## config.mk

```make
export PLATFORM = sky130hd
export DESIGN_NAME = edf_out_reg
export DESIGN_NICKNAME = d
export VERILOG_FILES = /design/src/edf_pkg.sv /design/src/edf_out_reg.sv
export SDC_FILE = /design/constraint.sdc
export NUM_CORES = 1
export LEC_CHECK = 0
export ABC_AREA = 1
export BUFFER_PORTS_ARGS = -buffer_cell sky130_fd_sc_hd__buf_2
export CAP_MARGIN = 0
export CELL_PAD_IN_SITES_DETAIL_PLACEMENT = 1
export CELL_PAD_IN_SITES_GLOBAL_PLACEMENT = 1
export CORE_MARGIN = 8
export CORE_UTILIZATION = 33
export CTS_CLUSTER_DIAMETER = 30
export DETAILED_ROUTE_END_ITERATION = 10
export PLACE_DENSITY_LB_ADDON = 0.3
export SYNTH_ARGS = -nofsm -noshare
export SYNTH_HDL_FRONTEND = slang
export SYNTH_SLANG_ARGS = --single-unit
```

## constraint.sdc

```tcl
create_clock -name clock -period 0.8 [get_ports clock]
set_input_delay 0.12 -clock clock [delete_from_list [all_inputs] [get_ports clock]]
set_output_delay 0.12 -clock clock [all_outputs]
set_load 0.02 [all_outputs]
```

## src/edf_pkg.sv

```systemverilog
package edf_pkg;

   localparam int SLOTS     = 32;
   localparam int SLOT_W    = $clog2(SLOTS);
   localparam int CNT_W     = $clog2(SLOTS + 1);
   localparam int CPU_COUNT = 16;
   localparam int TASK_W    = 22;
   localparam int CPU_W     = 4;
   localparam int TIME_W    = 64;
   localparam int PRIO_W    = 7;

   localparam logic [1:0] KIND_ADD    = 2'd0;
   localparam logic [1:0] KIND_REMOVE = 2'd1;
   localparam logic [1:0] KIND_EXPIRE = 2'd2;
   localparam logic [1:0] KIND_UNUSED = 2'd3;

   localparam logic [2:0] ST_OK        = 3'd0;
   localparam logic [2:0] ST_BAD_CPU   = 3'd1;
   localparam logic [2:0] ST_BAD_TIMES = 3'd2;
   localparam logic [2:0] ST_PRESENT   = 3'd3;
   localparam logic [2:0] ST_FULL      = 3'd4;
   localparam logic [2:0] ST_NOT_FOUND = 3'd5;
   localparam logic [2:0] ST_EMPTY     = 3'd6;

   localparam logic CSR_NUM_CPUS = 1'b0;
   localparam logic CSR_TOP_PRIO = 1'b1;

   // one result handed from the sequencer to the output register
   typedef struct packed {
      logic [2:0]        status;
      logic [TASK_W-1:0] task_id;
      logic [CPU_W-1:0]  cpu_id;
      logic [PRIO_W-1:0] prio;
      logic              last;
   } result_type;

endpackage

```

## src/edf_out_reg.sv

```systemverilog
// Output register: push a result only when empty, not enforced; holds it while stalled.
module edf_out_reg
   import edf_pkg::*;
(
   input  logic       clock,
   input  logic       reset,
   input  logic       push,
   input  result_type push_data,
   output logic       empty,
   output logic       rsp_valid,
   input  logic       rsp_stall,
   output result_type rsp_data
);

   logic       valid_ff, valid_in;
   result_type data_ff, data_in;

   always_comb begin
      valid_in = valid_ff;
      data_in  = data_ff;
      if (valid_ff && !rsp_stall) begin
         valid_in = 1'b0;
      end
      if (push) begin
         valid_in = 1'b1;
         data_in  = push_data;
      end
   end

   always_ff @(posedge clock) begin
      if (reset) begin
         valid_ff <= 1'b0;
      end else begin
         valid_ff <= valid_in;
      end
      data_ff <= data_in;
   end

   // free when empty or draining this cycle
   assign empty     = !valid_ff || !rsp_stall;
   assign rsp_valid = valid_ff;
   assign rsp_data  = data_ff;

endmodule

```

======== Word-level counts from Yosys, hierarchy flattened ========
Cells that the tools add are included.
cells by class
  muxes and demuxes ....................... 2
  reductions and logical operators ........ 5
operators by type and width
  kind               count
  $logic_not 1->1    2
  $mux 1             2
  $reduce_bool 2->1  1
  $logic_and 1x1->1  1
  $logic_or 1x1->1   1
word-level totals
  word-level logic and storage cells ...... 13
  input port bits ......................... 41
  register bits ........................... 38
  output and inout bits ................... 39

======== Depth between registers and ports, before layout ========
  depth after elaboration ................. 4
  depth in mapped cells ................... 2
  depth with buffers taken out ............ 2

======== Least setup slack after synthesis ========
OpenSTA, ideal clock, no wires.
  kind .................................... register to register
  from .................................... reg valid_ff, in the netlist rsp_valid
  to ...................................... reg valid_ff, in the netlist rsp_valid
  clock period less this slack ............ 774 ps
  buffers on the path ..................... 0
  stages on the path, launching flop included .. 3
  setup time .............................. 66 ps
  arrival time ............................ 708 ps
  setup slack ............................. 26 ps
  data required time ...................... 734 ps
  path through ............................ dfxtp_1 nand2_2 a21oi_2
between the ends
  cells in the longest elaborated chain, start to end .. 2
RTL lines
  element                      line               RTL
  start, declared              edf_out_reg.sv:15  logic valid_ff, valid_in;
  start signal, assigned       edf_out_reg.sv:34  valid_ff <= valid_in;
  $logic_and 1x1->1            edf_out_reg.sv:21  if (valid_ff && !rsp_stall) begin
  $reduce_bool 2->1 (no line)  --
No other way between the ends.
A chain may end at the register's enable or synchronous reset.

======== Worst setup path after layout ========
  from .................................... reg data_ff, in the netlist rsp_data[2]
  to ...................................... out rsp_data[2] (netlist name)
RTL lines
  element                 line               RTL
  start, declared         edf_out_reg.sv:16  result_type data_ff, data_in;
  start signal, assigned  edf_out_reg.sv:36  data_ff <= data_in;
  end, declared           edf_out_reg.sv:12  output result_type rsp_data
No word-level cell between the ends.

==> PnR_summary.wiki <==
{| class="wikitable"
! Metric !! Value
|-
| Maximum single-stage delay on the critical path || 0.42 ns
|-
| Number of cells on the worst hold path || 4
|-
| Portion of total power attributed to combinational logic || 17.2%
|-
| Sequential element share of the synthesized area || 98.4%
|-
| Antenna Cells || 0
|-
| Ratio of final minimum period to clock period || 130%
|-
| Cell leakage power || 0.995 nW
|-
| Syn nets || 82
|-
| Worst-case clock skew || 0 ns
|-
| Count of final setup violators || 39
|-
| Largest net degree at the start of global routing || 23
|-
| Slowest CP cell || sky130_fd_sc_hd__edfxtp_1
|-
| Critical path's top delay family || flip-flops
|-
| Fraction of power spent switching nets || 22.1%
|-
| Horizontal extent of the die || 75.0 um
|-
| Cell types with the largest area share after synthesis || sky130_fd_sc_hd__edfxtp_1 (97%), sky130_fd_sc_hd__dfxtp_1 (1.7%), sky130_fd_sc_hd__a21oi_2 (0.76%), sky130_fd_sc_hd__nand2_2 (0.54%), sky130_fd_sc_hd__inv_1 (0.33%)
|-
| Unique masters post-synth || 5
|-
| Leading cell types in the layout, fill and taps excluded || sky130_fd_sc_hd__buf_2 (46), sky130_fd_sc_hd__dlygate4sd3_1 (38), sky130_fd_sc_hd__edfxtp_1 (37), sky130_fd_sc_hd__buf_6 (33), sky130_fd_sc_hd__clkbuf_4 (5)
|-
| Design Power || 4.86 mW
|-
| Initial standard-cell utilization of the core || 34.5%
|-
| Average via count per standard cell || 4.22
|-
| Post-Synthesis Cells || 41
|-
| Routed len/inst || 19.1 um
|-
| Area of combinational cells with multiple inputs || 15.0 sq um
|-
| Area enclosed by the die boundary || 5630 sq um
|-
| Clock power share || 32.7%
|-
| Chip Height || 75.0 um
|-
| Iteration-0 DRC Markers || 21
|-
| Final worst slack || -0.241 ns
|-
| Area after detailed placement || 1640 sq um
|-
| DPL Wire Length || 2230 um
|-
| Area of the core || 3340 sq um
|-
| Minimum clock period || 1.04 ns
|-
| Clock Path Buffers || 2
|-
| Setup Crit Path Kind || reg -> out
|-
| Worst reg2reg startpoint || rsp_valid
|-
| Gr usage total || 14.1%
|-
| Total number of nets in the final design || 209
|-
| Proportion of layout cells with a drive suffix above 1 || 54.4%
|-
| Filler cell count in the final layout || 306
|-
| Number of top-level design ports || 80
|-
| Number of detailed-routing iterations run before antenna repair || 2
|-
| Clock-pin slew reported for the worst setup and hold paths after clock tree synthesis || 0.12 ns
|-
| Growth of design area from synthesis to finish || 103%
|-
| Cell count after placement || 168
|-
| Data required, critical path || 0.68 ns
|-
| Ratio of total power to cell area || 2080 nW/um^2
|-
| Register share of total power || 50.1%
|-
| Source of the worst hold timing path || rsp_stall
|-
| Critical path buffers and inverters || 1
|-
| Fin. max-slew vios || 0
|-
| Post-route cell area || 2340 sq um
|-
| Non-filler cells, final || 215
|-
| Number of antenna violations at the first check in global routing || 0
|-
| Number of maximum-capacitance constraint violations || 0
|-
| Post-Route WL || 4100 um
|-
| Total clock buffers created by CTS || 5
|-
| Critical register-to-register path endpoint || rsp_valid
|-
| Seq. cell area || 1130 sq um
|-
| Total count of hold-check failures in the final report || 0
|-
| Violated checks || setup timing
|-
| Latest clock arrival within the worst-skew pair || 0.34 ns
|-
| Design internal power || 3.78 mW
|-
| Maximum frequency from static timing analysis || 960 MHz
|-
| P_sw || 1.07 mW
|-
| Endpoint of the worst hold-timing path || rsp_valid
|-
| Element type at the critical path end || primary output
|-
| Remaining antenna violation count after routing || 0
|-
| Leading cell type in the layout, fill and taps excluded || sky130_fd_sc_hd__buf_2
|-
| Clock tree from TritonCTS || built
|-
| Area fraction of the dominant cell type after synthesis || 96.6%
|-
| Run status || finished with violations
|-
| Total gr overflow || 0
|-
| Unrepaired setup endpoints after global routing || true
|-
| Top fanout value on the critical path || 1
|-
| Mapped cell area || 1150 sq um
|-
| Average instance area after synthesis || 28.0 sq um
|-
| Cell-by-cell listing of the critical path || buf_6
|-
| IR Drop Worst-Case VDD || 1.24 mV
|-
| Cell accounting for the most synthesized area || sky130_fd_sc_hd__edfxtp_1
|-
| Arrival @ worst endpoint || 0.92 ns
|-
| Register-to-Register Setup Slack || 0.05 ns
|-
| CTS H-tree depth || 2
|-
| Drt drc || 0
|-
| Vias post-DR || 907
|-
| # clock sinks || 38
|-
| Std-Cell Rows || 21
|-
| Worst-case headroom to the max-slew limit || 91.4%
|-
| Syn. warnings || 0
|-
| Startpoint Class || register
|-
| Yosys reg bits || 38
|-
| Worst hold path type || in -> reg
|-
| Via count of the first global-routing pass || 1,104
|-
| Number of buffers added on ports || 79
|-
| R2R cell count || 3
|-
| Root Buffer Master || sky130_fd_sc_hd__clkbuf_4
|-
| Slew of the pin with the lowest slew margin || 0.129 ns
|-
| Gpl congestion || 0.627
|-
| Wire length of the first global-routing pass || 5630 um
|}
stage by stage:
step	worst slack (ns)	utilization [%]	setup TNS (ns)	hold slack [ns]
floorplan	0.0256	-	0	0.182
global placement	0.0650	49.2	0	0.280
detailed placement	0.0507	49.2	0	0.290
CTS	-0.244	66.9	-8.35	0.0170
global route	-0.296	70.1	-10.02	0.116
finish	-0.241	70.1	-8.22	0.130
power groups by stage:
| stage | registers, mW | clock network, mW | logic, mW |
|---|---|---|---|
| final | 2.43 | 1.59 | 0.836 |
| after global routing | 2.45 | 1.69 | 0.881 |
| after CTS | 2.41 | 1.60 | 0.750 |
| after detailed placement | 2.43 | 0 | 0.531 |
| after global placement | 2.43 | 0 | 0.520 |
| after floorplan | 2.65 | 0 | 0.00903 |
tightest hold or removal path, cell delays in order:
cell                      delay, ns
sky130_fd_sc_hd__buf_2         0.10
sky130_fd_sc_hd__nand2_2       0.07
sky130_fd_sc_hd__buf_4         0.11
sky130_fd_sc_hd__a21oi_2       0.04
kinds of logic after synthesis:
group | count (synthesis) | synth area share, %
flops | 38 | 98.4
compound gates | 1 | 0.762
simple gates | 1 | 0.544
buf+inv | 1 | 0.326
cell type report:
cell class	count	share of cell area (%)
clock inverters	3	2.73
well taps	46	2.46
repair buffers	120	44.0
clock buffers	5	1.60
flip-flops and latches	38	48.4
inverters	1	0.160
multi-input cells	2	0.642
registers in the layout, indices dropped and copies added (netlist names):
| name | flops |
|---|---|
| rsp_valid | 1 |
| rsp_data | 37 |
worst max path at each step:
stage            startpoint      endpoint  slack [ns]  cells after the start
2_1_floorplan     rsp_valid     rsp_valid        0.03                      2
3_3_place_gp           push  rsp_data[26]        0.06                      2
3_5_place_dp           push   rsp_data[1]        0.05                      2
4_1_cts        rsp_data[31]  rsp_data[31]       -0.24                      1
5_1_grt        rsp_data[22]  rsp_data[22]       -0.30                      1
6_report        rsp_data[2]   rsp_data[2]       -0.24                      1
per-layer routing:
| layer | track usage, % | routed length (um) |
|---|---|---|
| met5 | 0 | 0 |
| met4 | 5.87 | 44 |
| met3 | 8.39 | 494 |
| met2 | 25.1 | 2180 |
| met1 | 12.4 | 1380 |
cells in the mapped netlist:
master and n:
sky130_fd_sc_hd__nand2_2 1, sky130_fd_sc_hd__a21oi_2 1, sky130_fd_sc_hd__edfxtp_1 37, sky130_fd_sc_hd__inv_1 1, sky130_fd_sc_hd__dfxtp_1 1
what timing repair did:
action	4_1_cts	5_1_grt
setup buffers	0	1
endpoints found under the setup margin	39	39
hold endpoints to repair	38	0
resized for setup	35	32
pin swaps	0	1
hold buffers	38	0
Power figures use the tool's default switching activity.
